## config.mk

```make
export PLATFORM = sky130hd
export DESIGN_NAME = ipt_entry_mem
export DESIGN_NICKNAME = d
export VERILOG_FILES = /design/src/rtl/core/ipt_pkg.sv /design/src/rtl/core/ipt_entry_mem.sv
export SDC_FILE = /design/constraint.sdc
export NUM_CORES = 2
export LEC_CHECK = 0
export ABC_CLOCK_PERIOD_IN_PS = 16550
export BUFFER_PORTS_ARGS = -buffer_cell sky130_fd_sc_hd__buf_2
export CAP_MARGIN = 20
export CORE_ASPECT_RATIO = 1.5
export CORE_MARGIN = 3
export CORE_UTILIZATION = 25
export DETAILED_ROUTE_END_ITERATION = 6
export PLACE_DENSITY_LB_ADDON = 0.08
export SYNTH_ARGS = -nofsm -noshare
export SYNTH_HDL_FRONTEND = slang
export SYNTH_MEMORY_MAX_BITS = 65536
export SYNTH_SLANG_ARGS = --single-unit
```

## constraint.sdc

```tcl
create_clock -name clk -period 16.55 [get_ports clk]
set_clock_uncertainty 0.15 [all_clocks]
set_input_delay 1.655 -clock clk [delete_from_list [all_inputs] [get_ports clk]]
set_output_delay 1.655 -clock clk [all_outputs]
set_load 0.1 [all_outputs]
```

## src/rtl/core/ipt_pkg.sv

```systemverilog
// Shared types, codes and helper functions for the IPv4 prefix table.
package ipt_pkg;

    // Operation codes carried on the op port.
    typedef enum logic [1:0] {
        OP_INSERT = 2'd0,
        OP_DELETE = 2'd1,
        OP_SEARCH = 2'd2,
        OP_NONE   = 2'd3
    } op_t;

    // Status codes returned with every result.
    typedef enum logic [1:0] {
        ST_OK        = 2'd0,
        ST_FULL      = 2'd1,
        ST_NOT_FOUND = 2'd2,
        ST_RSVD      = 2'd3
    } status_t;

    localparam int unsigned ADDR_W  = 32;
    localparam int unsigned LEN_W   = 6;
    localparam int unsigned AGE_W   = 32;
    localparam int unsigned CNT_W   = 32;
    localparam logic [LEN_W-1:0] MAX_LEN = LEN_W'(32);

    // One table slot as held in the entry memory.
    typedef struct packed {
        logic              valid;
        logic [LEN_W-1:0]  len;
        logic [ADDR_W-1:0] addr;
        logic [AGE_W-1:0]  age;
    } entry_t;

    // Per-entry evaluation handed from the match unit to the control.
    typedef struct packed {
        logic             is_free;
        logic             del_hit;
        logic             srch_hit;
        logic [AGE_W-1:0] age_gap;
    } match_t;

    // Mask that keeps the leading len bits of an address.
    function automatic logic [ADDR_W-1:0] lead_mask(input logic [LEN_W-1:0] len);
        lead_mask = ~({ADDR_W{1'b1}} >> len);
    endfunction

    // Lengths above 32 are saturated to 32.
    function automatic logic [LEN_W-1:0] clamp_len(input logic [LEN_W-1:0] len);
        clamp_len = (len > MAX_LEN) ? MAX_LEN : len;
    endfunction

endpackage

```

## src/rtl/core/ipt_entry_mem.sv

```systemverilog
// Single-port-write, registered-read memory that holds the table entries.
module ipt_entry_mem #(
    parameter int unsigned DEPTH = 64,
    parameter int unsigned IDX_W = 6
) (
    input  logic                  clk,
    input  logic                  wr_en,
    input  logic [IDX_W-1:0]      wr_idx,
    input  ipt_pkg::entry_t       wr_data,
    input  logic                  rd_en,
    input  logic [IDX_W-1:0]      rd_idx,
    output ipt_pkg::entry_t       rd_data
);

    ipt_pkg::entry_t mem [DEPTH];
    ipt_pkg::entry_t rd_data_reg;

    // Write port.
    always_ff @(posedge clk)
    begin
        if (wr_en)
        begin
            mem[wr_idx] <= wr_data;
        end
    end

    // Registered read port.
    always_ff @(posedge clk)
    begin
        if (rd_en)
        begin
            rd_data_reg <= mem[rd_idx];
        end
    end

    assign rd_data = rd_data_reg;

endmodule

```

# After elaboration in Yosys (flattened, before gate mapping)

Memory sizes are Yosys's and may differ from the RTL's. A register that Yosys moved wholly into a read port is not among the register bits.
Cells that the tools add are included.

Multiplexer cells: 2

Operator list:

| kind             | number |
|---|---|
| 2-to-1 mux 1 bit | 2 |

Flip-flop bits (word level): 0
Logic and storage cells: 3
Input port bits: 86
Memories kept: 1
Bits in writable memories: 4544
Output and inout bits: 71

Memories:

| memory | depth | width | read ports | clocked after memory_dff | write ports | RTL line            | RTL |
|---|---|---|---|---|---|---|---|
| mem    | 64    | 71    | 1          | 1                        | 1           | ipt_entry_mem.sv:15 | `ipt_pkg::entry_t mem [DEPTH];` |

# Depth between registers and ports, before layout

Depth after elaboration: 2
Depth in mapped cells: 8
Gate-level depth less buffers: 4

# Worst setup path after synthesis

No wires, ideal clock.

Kind: input to register
Start: in wr_idx[3]
End: mem mem[48][0] in the netlist's numbering, enable pin
Path slack: 8.817 ns
Library setup time: 0.587 ns
Data arrival time: 6.996 ns
Data required time: 15.813 ns
Cell stages on the path: 4
Path buffers: 1
Cell sequence: clkbuf_1 > nor2b_1 > nand4b_1 > nor3_1

RTL lines:

| element     | RTL line            | RTL |
|---|---|---|
| from (decl) | ipt_entry_mem.sv:8  | `input logic [IDX_W-1:0] wr_idx,` |
| to (decl)   | ipt_entry_mem.sv:15 |  |

No word-level cell before the write port.

==> flow_summary.ini <==
[outcome]
run_status = finished clean

[die]
dieHeight_um = 1026
num_rows = 374
floorplan.initialDensity_pct = 25.08
die_w_um = 686.2
io_pins = 157
core_area_um2 = 691600
fp.dieArea_um2 = 704200

[layout]
seq_area_um2 = 138600
largest_reg_flops = 4544
syn_to_final_growth_pct = 16.92
fin_cells = 17370
nets = 7865
fillers = 67360
fin_util_pct = 29.33
drive_gt1_share_pct = 28.87
stdcell_area_um2 = 202800
multi_input_area_um2 = 33560

[clocking]
clk_pin_slew_ns = 0.06
ctsHoldBuffers = 0
clock-sinks = 4615
clockRootBuffer = clkbuf_16
htree_num_levels = 5
numCtsBuffers = 487
clk_path_buf_depth = 5
tritoncts = yes
ctsResizeCount = 0
clock_latency_ns = 1.06
postCtsSetupRepairBufs = 0

[synthesis]
ys_warn_count = 0
yosys.area.top_type = edfxtp_1
synth_edf_count = 4615
synthMuxAreaShare_pct = 15.41
syn-cell-area_um2 = 173500
netlist_instances = 7207
synth_top_area_share_pct = 79.88
synth.distinct_cells = 29
synth_nets = 7293
synth_compound_area_share_pct = 2.707
yosys-top-cells-count = 4615 x edfxtp_1, 1136 x mux4_2, 284 x a22oi_1
synthAdderAreaFrac_pct = 0
synth-async-reset-ratio_pct = 0
synth_most_common_cell = edfxtp_1
synth-main-ff-cell = edfxtp_1
synth_area_leaders = edfxtp_1 80%, mux4_2 15%, a22oi_1 1.2%
synthXorXnorAreaFrac_pct = 0
synth.avg_cell_area_um2 = 24.07
synthSimpleGateAreaFrac_pct = 0.8777
synth_top_family_by_area = multiplexers
seq_area_frac_synth_pct = 79.88
synth-seq-cells = 4615

[sta]
setup_tns_ns = 0
layout_min_cycle_time_ns = 5.710
max_slew_margin_pct = 9.076
hold_viol_final = 0
worst_pin_slew_ns = 1.364
rsz0062_at_grt = false
setup_viol = 0
fin_ws_ns = 10.84
fmax_mhz = 175.1
finalCritPeriodShare_pct = 34.50
drv_slew = 0

[routing]
drt_pass1_iterations = 5
wl_met1_um = 283300
highest_layer = met5
route.met2.wl_um = 362400
avgRoutedWirePerCell_um = 39.90
dr_wl_met3_um = 32570
routed_wl_um = 693100
drcViolationCount = 0
via_count = 85210
postRouteAntennaNets = 0
viasPerCell = 4.906
first_iter_violations = 9686

[power_and_ir_drop]
power_density_nw_per_um2 = 123.1
power.leakage_nw = 61.34
ir_worst_vdd_v = 0.00008042

[setup_path]
r2r-end = rd_data[4]
worstPathRequired_ns = 17.30
timing.rr.start = mem[39][4]
cp-startpoint = rd_idx[1]
worst_setup_path_end_kind = flop
cp.arrival_ns = 6.46
endpoint = rd_data[50]
rrSetupSlack_ns = 14.06
start_kind = input pin
crit_fanout = 40
critPathKind = input pin to flop
rr_worst_depth = 4

[place]
dpl.cell_count = 16470
numPortBuffers = 156
post_dp_cell_area_um2 = 187200
dp_hpwl_um = 362900
place_congestion = 0.7192
dp_slack_ns = 9.561

[global_route]
antenna_found_initial = 106
grtUsageTotal_pct = 19.38
grt_pass1_vias = 87730
overflow = 0
grt_max_degree = 111
grt_pass1_wl_um = 899400

[job]
cap_violations = 0

[min_path]
hp-class = input pin to flop
-- cells by family after synthesis --
kind of cell,after synthesis
flip-flops,4615
multiplexers,1250
AO/OA/AOI/OAI,617
buffers and inverters,414
AND/OR/NAND/NOR,311
-- report_power, final --
part	total [mW]	internal, mW	switching, mW
Combinational	1.34	0.411	0.926
Clock	10.6	5.97	4.63
Sequential	13.0	13.0	0.0559
Total	25.0	19.3	5.62
-- area by class of cell --
| cell class | instances | area share (%) |
|---|---|---|
| Sequential cell | 4615 | 68.32 |
| Multi-Input combinational cell | 2178 | 16.55 |
| Clock buffer | 609 | 6.318 |
| Tap cell | 9212 | 5.683 |
| Timing Repair Buffer | 497 | 2.103 |
| Clock inverter | 244 | 1.007 |
| Antenna cell | 15 | 0.01851 |
-- layout by cell type, fill, tap and decap left out, types with 4 or more instances in the layout --
cell type / synthesis / layout
mux2i_1: 114 / 114
nand3_1: 125 / 124
nor2_4: 0 / 64
nor2b_4: 0 / 5
clkbuf_1: 165 / 114
nor2b_1: 9 / 4
clkinvlp_4: 0 / 8
a22oi_1: 284 / 284
mux4_2: 1136 / 1136
clkinv_2: 0 / 78
edfxtp_1: 4615 / 4615
buf_12: 0 / 68
o211a_1: 71 / 71
o22ai_1: 141 / 141
buf_2: 152 / 151
nor2_1: 116 / 52
nand2b_4: 0 / 5
bufinv_16: 0 / 35
a211oi_1: 70 / 69
o221ai_1: 50 / 50
nand3b_1: 27 / 27
clkinv_4: 0 / 5
clkbuf_16: 0 / 495
inv_6: 0 / 6
diode_2: 0 / 15
clkinv_1: 0 / 110
buf_4: 48 / 273
nand2_1: 8 / 5
-- metrics by stage --
stage / hold WS, ns / power [mW]
floorplan: 0.7058 / 13.96
global placement: 0.7633 / 14.63
detailed placement: 0.7505 / 14.64
CTS: 0.7435 / 25.33
global route: 0.7012 / 25.79
finish: 0.7408 / 24.96
-- layer usage --
layer  GRT usage, %  up-vias
met3          2.328      729
met5              0        -
met4          4.145       14
met1          24.95    49130
met2          34.91     2755
li1               -    32580
-- worst min path at each step --
stage | from | endpoint | cells after the start
floorplan | mem[46][3] | rd_data[3] | 4
global placement | mem[20][2] | rd_data[2] | 4
detailed placement | mem[12][42] | rd_data[42] | 4
CTS | mem[14][36] | rd_data[36] | 4
global route | wr_data[17] | mem[6][17] | 1
finish | wr_data[17] | mem[6][17] | 1
-- worst max-delay path, cell delays in order --
cell,delay [ns]
buf_8,0.28
buf_4,0.65
buf_4,0.72
buf_4,0.61
buf_4,0.69
mux4_2,0.35
o22ai_1,0.11
a211oi_1,0.84
o211a_1,0.22
Power figures use the tool's default switching activity.
