[config.mk]
export PLATFORM = sky130hd
export DESIGN_NAME = ipt_entry_match
export DESIGN_NICKNAME = d
export VERILOG_FILES = /design/src/rtl/core/ipt_pkg.sv /design/src/rtl/core/ipt_entry_match.sv
export SDC_FILE = /design/constraint.sdc
export NUM_CORES = 1
export LEC_CHECK = 0
export ABC_AREA = 1
export BUFFER_PORTS_ARGS = -buffer_cell sky130_fd_sc_hd__buf_2
export CAP_MARGIN = 15
export CELL_PAD_IN_SITES_DETAIL_PLACEMENT = 1
export CELL_PAD_IN_SITES_GLOBAL_PLACEMENT = 2
export CORE_MARGIN = 4
export CORE_UTILIZATION = 22
export DETAILED_ROUTE_END_ITERATION = 6
export PLACE_DENSITY = 0.95
export SLEW_MARGIN = 40
export SYNTH_ARGS = -nofsm -noshare
export SYNTH_HDL_FRONTEND = slang
export SYNTH_SLANG_ARGS = --single-unit
[constraint.sdc]
create_clock -name vclk -period 4.3
set_input_delay 0.43 -clock vclk [all_inputs]
set_output_delay 0.43 -clock vclk [all_outputs]
set_load 0.005 [all_outputs]
[src/rtl/core/ipt_pkg.sv]
// Shared types, codes and helper functions for the IPv4 prefix table.
package ipt_pkg;

    // Operation codes carried on the op port.
    typedef enum logic [1:0] {
        OP_INSERT = 2'd0,
        OP_DELETE = 2'd1,
        OP_SEARCH = 2'd2,
        OP_NONE   = 2'd3
    } op_t;

    // Status codes returned with every result.
    typedef enum logic [1:0] {
        ST_OK        = 2'd0,
        ST_FULL      = 2'd1,
        ST_NOT_FOUND = 2'd2,
        ST_RSVD      = 2'd3
    } status_t;

    localparam int unsigned ADDR_W  = 32;
    localparam int unsigned LEN_W   = 6;
    localparam int unsigned AGE_W   = 32;
    localparam int unsigned CNT_W   = 32;
    localparam logic [LEN_W-1:0] MAX_LEN = LEN_W'(32);

    // One table slot as held in the entry memory.
    typedef struct packed {
        logic              valid;
        logic [LEN_W-1:0]  len;
        logic [ADDR_W-1:0] addr;
        logic [AGE_W-1:0]  age;
    } entry_t;

    // Per-entry evaluation handed from the match unit to the control.
    typedef struct packed {
        logic             is_free;
        logic             del_hit;
        logic             srch_hit;
        logic [AGE_W-1:0] age_gap;
    } match_t;

    // Mask that keeps the leading len bits of an address.
    function automatic logic [ADDR_W-1:0] lead_mask(input logic [LEN_W-1:0] len);
        lead_mask = ~({ADDR_W{1'b1}} >> len);
    endfunction

    // Lengths above 32 are saturated to 32.
    function automatic logic [LEN_W-1:0] clamp_len(input logic [LEN_W-1:0] len);
        clamp_len = (len > MAX_LEN) ? MAX_LEN : len;
    endfunction

endpackage

[src/rtl/core/ipt_entry_match.sv]
// Evaluates one entry read from memory against the current operation.
module ipt_entry_match (
    input  ipt_pkg::entry_t                    entry,
    input  logic [ipt_pkg::ADDR_W-1:0]         key,
    input  logic [ipt_pkg::LEN_W-1:0]          len,
    input  logic [ipt_pkg::AGE_W-1:0]          insert_seq,
    output ipt_pkg::match_t                    result
);

    logic [ipt_pkg::ADDR_W-1:0] diff;

    // Address bits that differ, limited to the entry's own prefix.
    assign diff = (entry.addr ^ key) & ipt_pkg::lead_mask(entry.len);

    // Free slot, exact delete match, covering prefix and age distance.
    assign result.is_free  = ~entry.valid;
    assign result.del_hit  = entry.valid && (entry.addr == key) && (entry.len == len);
    assign result.srch_hit = entry.valid && (diff == '0);
    assign result.age_gap  = insert_seq - entry.age;

endmodule

### After elaboration in Yosys (flattened, before gate mapping)

Cells that the tools add are included.

* register bits after elaboration: 0
* output and inout bits: 35
* logic and storage cells: 12

* reduce and logical (&&, ||, !) cells: 4
* add/sub/neg operators: 1
* shift operators: 1
* bitwise logic cells: 4
* eq/ne operators: 2

Operators by type and width (count)
* $and A32 B32 Y32: 1
* $eq A32 B32 Y1: 1
* $logic_not A32 Y1: 1
* $not A32 Y32: 1
* $shr A32 B6 Y32 const A: 1
* $sub A32 B32 Y32: 1
* $xor A32 B32 Y32: 1
* $eq A6 B6 Y1: 1
* $logic_and A1 B1 Y1: 3
* $not A1 Y1: 1

### Logic depth before layout (Yosys ltp)

Gate-level depths: netlist of run 1.

* word-level depth: 5
* depth in mapped cells: 13
* depth with buffers taken out: 13

### Worst setup path after synthesis of run 1

OpenSTA, ideal clock, no wires.

* path kind: in2out
* start point: input insert_seq[0] (netlist name)
* end point: output result[18] (netlist name)
* buffers on the path: 0
* slack: 2.017 ns
* required time: 3.870 ns
* cell stages on the path: 12
* data arrival time: 1.853 ns
* path through: inv_1 ha_1 fa_1 nand3b_1 nand2_1 nand2_1 nand2_1 nand2_1 nand2_1 nand2_1 nand2_1 xor2_1

RTL lines
* start, declared: RTL line ipt_entry_match.sv:6 `input logic [ipt_pkg::AGE_W-1:0] insert_seq,`
* end, declared: RTL line ipt_entry_match.sv:7 `output ipt_pkg::match_t result`

==> results.ini, run 1 <==
[global_routing]
use_met2_pct = 27.76
use_met3_pct = 0.9167
met1_usage_pct = 19.68
grt_pass1_vias = 4626
grt_most_used_layer = met2
antenna_found_initial = 0
grt_overflow_total = 0
grt_pass1_wl_mm = 20.98
grt.total_usage_pct = 14.92
grt_max_degree = 11

[synth]
yosysWarningCount = 0
synth.net_count = 820
synth.largest_area_cell = nand2_1
avgSynthCellArea_um2 = 4.885
synth_area_leaders = nand2_1 (26%), inv_1 (16%), ha_1 (12%), nor2_1 (9.1%), xor2_1 (9.1%)
post-synth-top-count-cell = nand2_1
synth_common_cells = nand2_1 (216), inv_1 (136), nor2_1 (77)
yosysSeqAreaShare_pct = 0
synth_top_area_share_pct = 25.65
syn_area_mm2 = 0.003161
synth_cell_types = 28
syn_inst = 647

[clock_tree]
cts_hold_buf = 0
cts_resized = 0
post_cts.repair.setup_buffers = 0

[timing]
rsz0062_at_grt = false
max_freq_mhz = 367.0
whs_ns = 1.147
setup_viol_count_final = 0
hold_viol_final = 0
setup-tns-final_ns = 0
relSlewSlack_pct = 78.66
slew_violations = 0
period_share_pct = 63.36
layout_min_cycle_time_ns = 2.725
worst_pin_slew_ns = 0.3168

[setup_path]
crit_path_end_kind = output port
critPathArrivalTime_ns = 2.29
crit_fanout = 3
worstSetupStartpointType = input pin
critPathLaunch = entry[0]
critPathKind = input pin to output port
crit_end = result[26]
cp_data_required_time_ns = 3.87

[final_layout]
syn_to_final_growth_pct = 35.00
n_antenna_cell = 0
seqCellArea_um2 = 0
clock_buffers = 0
nets = 998
layout-drive-gt1-share_pct = 22.60
nFlopsAndLatches = 0

[die]
rows = 43
coreArea_mm2 = 0.01399
die_w_um = 127.9
ios = 176
initial_core_util_pct = 22.59
dieArea_mm2 = 0.01635
fp.dieH_um = 127.9

[placement]
dpl.hpwl_mm = 11.75
gp_congestion = 0.9073
io_buffers = 176

[routing]
post_drt_wl_per_cell_um = 12.52
drt_iter0_drc = 126
drc = 0
drtPass1Iterations = 4
routed_via_density = 4.467
detail-route-antenna-nets = 0
vias = 4480
finalWirelength_mm = 12.55

[power]
seq_power_share_pct = 0
p_int_uw = 221.4
power_frac_comb_pct = 100.0
clockPowerShare_pct = 0
p_sw_uw = 316.4
p_per_area_mw_per_mm2 = 126.0
peakVddDrop_mv = 0.03902
swShare_pct = 58.83
p_leak_nw = 2.707

[run]
maxCapViolCount = 0

[hold_path]
hp-class = input pin to output port
min-delay-start = entry[70]

[outcome]
status = completed

==> worst min-delay path by stage <==
stage / endpoint / slack (ns) / depth (start not counted)
4_1_cts: result[34] / 1.15 / 3
3_5_place_dp: result[34] / 1.15 / 3
2_1_floorplan: result[34] / 0.89 / 1
3_3_place_gp: result[34] / 1.15 / 3
5_1_grt: result[34] / 1.18 / 3
6_report: result[34] / 1.15 / 3
==> cell families (layout without fill, tap and decap cells) <==
logic type / count (synthesis) / after routing / synth area share, %
AO/OA/AOI/OAI: 81 / 81 / 13.62
buffers and inverters: 138 / 314 / 16.39
adder cells (fa/ha/maj): 32 / 32 / 12.91
AND/OR/NAND/NOR: 357 / 357 / 46.28
XOR/XNOR: 39 / 39 / 10.81
==> cell usage in the layout, fill, tap and decap left out, types with 2 or more instances in the layout <==
| cell | instances |
|---|---|
| nand3b_1 | 4 |
| inv_1 | 136 |
| or2_2 | 2 |
| nor3_1 | 7 |
| nor2_1 | 77 |
| nand2_1 | 216 |
| nand3_1 | 40 |
| ha_1 | 31 |
| nand4_1 | 3 |
| a21oi_1 | 39 |
| o21bai_1 | 2 |
| nor3_2 | 2 |
| o21a_1 | 2 |
| a21o_1 | 2 |
| xnor2_1 | 6 |
| inv_2 | 2 |
| xor2_1 | 33 |
| o21ai_0 | 33 |
| buf_2 | 176 |
==> power groups by stage <==
| stage | Sequential (mW) | Combinational [mW] | Clock (mW) |
|---|---|---|---|
| after floorplan | 0 | 0.313 | 0 |
| after global placement | 0 | 0.536 | 0 |
| after detailed placement | 0 | 0.543 | 0 |
| after CTS | 0 | 0.545 | 0 |
| after global routing | 0 | 0.617 | 0 |
| final | 0 | 0.538 | 0 |
==> per-layer routing <==
layer | vias up | routed length [µm]
li1 | 2345 | -
met3 | 10 | 648
met1 | 1994 | 5812
met4 | 0 | 105
met2 | 131 | 5987
met5 | - | 0
==> critical path, stage by stage <==
cell	delay (ns)
buf_2	0.10
ha_1	0.22
fa_1	0.40
nand3b_1	0.17
nand2_1	0.12
nand2_1	0.06
nand2_1	0.13
nand2_1	0.08
nand2_1	0.14
nand3_1	0.12
nand2_1	0.09
nand2_1	0.05
nand2_1	0.06
buf_2	0.11
==> area by class of cell <==
cell class         count  area, µm²
repair buffers       176      880.8
multi-input cells    509       2643
inverters            138      518.0
fillers             2018       9722
well taps            180      225.2
==> metrics by stage <==
step	utilization (%)	power, mW	instance area [µm²]	worst slack, ns	cells
floorplan	-	0.3130	3161	2.017	647
global placement	30.50	0.5359	4267	1.612	1003
CTS	30.50	0.5449	4267	1.571	1003
detailed placement	30.50	0.5429	4267	1.571	1003
finish	30.50	0.5378	4267	1.575	1003
global route	30.50	0.6166	4267	1.387	1003
Note: power is estimated with default switching activity, not from simulation.
==> inputs of run 2 (changes only) <==
--- a/config.mk
+++ b/config.mk
@@ -5,15 +5,15 @@
 export SDC_FILE = /design/constraint.sdc
 export NUM_CORES = 1
 export LEC_CHECK = 0
-export ABC_AREA = 1
+export ABC_AREA = 0
 export BUFFER_PORTS_ARGS = -buffer_cell sky130_fd_sc_hd__buf_2
 export CAP_MARGIN = 15
 export CELL_PAD_IN_SITES_DETAIL_PLACEMENT = 1
 export CELL_PAD_IN_SITES_GLOBAL_PLACEMENT = 2
 export CORE_MARGIN = 4
-export CORE_UTILIZATION = 22
+export CORE_UTILIZATION = 19
 export DETAILED_ROUTE_END_ITERATION = 6
-export PLACE_DENSITY = 0.95
+export PLACE_DENSITY = 0.86
 export SLEW_MARGIN = 40
 export SYNTH_ARGS = -nofsm -noshare
 export SYNTH_HDL_FRONTEND = slang
==> constraint.sdc (replaced) <==
create_clock -name vclk -period 2.27
set_input_delay 0.227 -clock vclk [all_inputs]
set_output_delay 0.227 -clock vclk [all_outputs]
set_load 0.005 [all_outputs]
==> run 2 against run 1 <==
  * Synthesized cell count fell by 39%
  * Utilization rose by 3.6 points
  * Largest power group unchanged
  * Critical endpoint is now result[18]
  * Hold slack got worse by 0.44 ns
  * The flow now finishes with violations (negative setup slack)
  * Non-clock buffer count rose by 68
  * Setup slack got worse by 1.8 ns
  * Global-route usage fell by 0.92 points
==> results.ini, run 2 <==
[placement]
dp_cells = 796
gp_congestion = 0.8443
io_buffers = 176
dpl.hpwl_mm = 10.43

[die]
rows = 42
die_w_um = 125.5
dieArea_mm2 = 0.01576
coreArea_mm2 = 0.01340
fp.dieH_um = 125.5
ios = 176
initial_core_util_pct = 19.59

[global_routing]
grt.total_usage_pct = 14.00
grt_pass1_wl_mm = 19.14
grt_overflow_total = 0
grt_max_degree = 15
grt_pass1_vias = 4162
antenna_found_initial = 2

[timing]
rsz0062_at_grt = true
layout_setup_ws_ns = -0.1971
whs_ns = 0.7077
worst_pin_slew_ns = 0.4477
setup_viol_count_final = 16
setup-tns-final_ns = -1.716
period_share_pct = 108.7
max_freq_mhz = 405.3
relSlewSlack_pct = 69.84
layout_min_cycle_time_ns = 2.467
slew_violations = 0
hold_viol_final = 0

[final_layout]
clock_buffers = 0
seqCellArea_um2 = 0
final_common_cell = buf_2
finalNonFillerCells = 808
multi_input_area_mm2 = 0.002759
nets = 805
n_fill_cell = 1719
utilization_pct = 34.14
nFlopsAndLatches = 0
layout-drive-gt1-share_pct = 49.05
syn_to_final_growth_pct = 74.26
layout_common_cells = buf_2 (172), buf_4 (62), nand2_1 (45)

[routing]
post_drt_wl_per_cell_um = 14.83
dr_wl_met2_mm = 6.831
drtPass1Iterations = 4
drc = 0
drt_iter0_drc = 133
routed_via_density = 4.637
dr.max_layer_used = met4
vias = 3747
detail-route-antenna-nets = 0
m1WireLength_mm = 4.508
finalWirelength_mm = 11.98
wl_met3_um = 493

[setup_path]
critPathArrivalTime_ns = 2.24
crit_path_end_kind = output port
worstSetupStartpointType = input pin
critPathKind = input pin to output port
crit_fanout = 2
cp_data_required_time_ns = 2.04

[power]
peakVddDrop_mv = 0.07157
p_total_mw = 1.289
p_per_area_mw_per_mm2 = 281.9
p_leak_nw = 2.254

[synth]
synth_top_area_share_pct = 14.78
yosysWarningCount = 0
syn_inst = 397
synth_common_cells = nand2_1 (48), a21oi_1 (42), xnor2_1 (40)
syn_area_mm2 = 0.002625
yosysSeqAreaShare_pct = 0
avgSynthCellArea_um2 = 6.612
synth.largest_area_cell = ha_1
synth_cell_types = 56
synth.net_count = 570
post-synth-top-count-cell = nand2_1
synth_area_leaders = ha_1 (15%), xnor2_1 (13%), xor2_1 (9.3%), a21oi_1 (8.0%), nand2_1 (6.9%)

[outcome]
violations = negative setup slack
status = complete, but fails checks

[hold_path]
hp-class = input pin to output port

[run]
maxCapViolCount = 0

-- run 2: changes by cell type in the layout (fill, tap and decap cells not counted), sizes merged, moves of 5 or more --
| cell | change |
|---|---|
| nand3 | -32 |
| xnor2 | +34 |
| nand2 | -168 |
| nor2 | -51 |
| a21o | +6 |
| a21oi | +8 |
| inv | -99 |
| xor2 | -5 |
| nand4 | +8 |
| o21ai | -10 |
| buf | +68 |
| o211ai | +6 |
-- run 2: cell type report --
type                            instances  share of cell area [%]
Inverter                               39                   3.310
Multi-Input combinational cell        347                   60.31
Tap cell                              176                   4.814
Timing Repair Buffer                  244                   31.46
Antenna cell                            2                  0.1094
-- run 2: metrics by stage --
stage               instance area [µm²]  worst slack, ns
floorplan                          2628          0.01676
global placement                   4103          -0.2953
detailed placement                 4103          -0.3236
CTS                                4343          -0.2852
global route                       4574          -0.2795
finish                             4574          -0.1971
-- run 2: report_power, final --
| group | switching (mW) | leakage [nW] | internal (mW) |
|---|---|---|---|
| combinational | 0.646 | 2.25 | 0.643 |
| sequential | 0 | 0 | 0 |
| clock | 0 | 0.0000127 | 0.000000118 |
-- run 2: path summary, 6_finish.rpt --
path,to,startpoint,cells after the start,slack (ns)
worst min-delay path,result[34],entry[70],3,0.71
worst max-delay path,result[18],insert_seq[0],14,-0.20
-- run 2: worst max-delay path, cell delays in order --
cell	delay, ns
buf_6	0.07
inv_4	0.03
ha_4	0.15
fa_2	0.37
nor2b_4	0.15
o2111ai_4	0.15
a21oi_4	0.21
o31ai_4	0.09
buf_4	0.15
buf_6	0.12
o21bai_4	0.15
buf_6	0.11
xor2_1	0.13
buf_2	0.13
-- run 2: logic make-up (layout without fill, tap and decap cells) --
group           Yosys count  after routing  synth area share, %
compound gates          119            119                29.55
xor+xnor                 68             68                22.69
fa+ha+maj                32             32                15.54
buf+inv                  50            283                7.912
other cells               0              2                    0
simple gates            128            128                24.31
-- run 2: routing by layer --
metal	vias up	GRT usage, %
met2	108	29.23
met4	0	1.849
li1	1876	-
met1	1753	15.51
met3	10	0.8955
met5	-	0
-- run 2: repair_timing --
item                                    in CTS  in global routing
hold buffers                                 0                  0
gates cloned                                 0                  0
gates resized for setup                     37                 40
pin swaps                                   32                 24
buffers inserted                             6                  4
endpoints found under the setup margin      19                 23
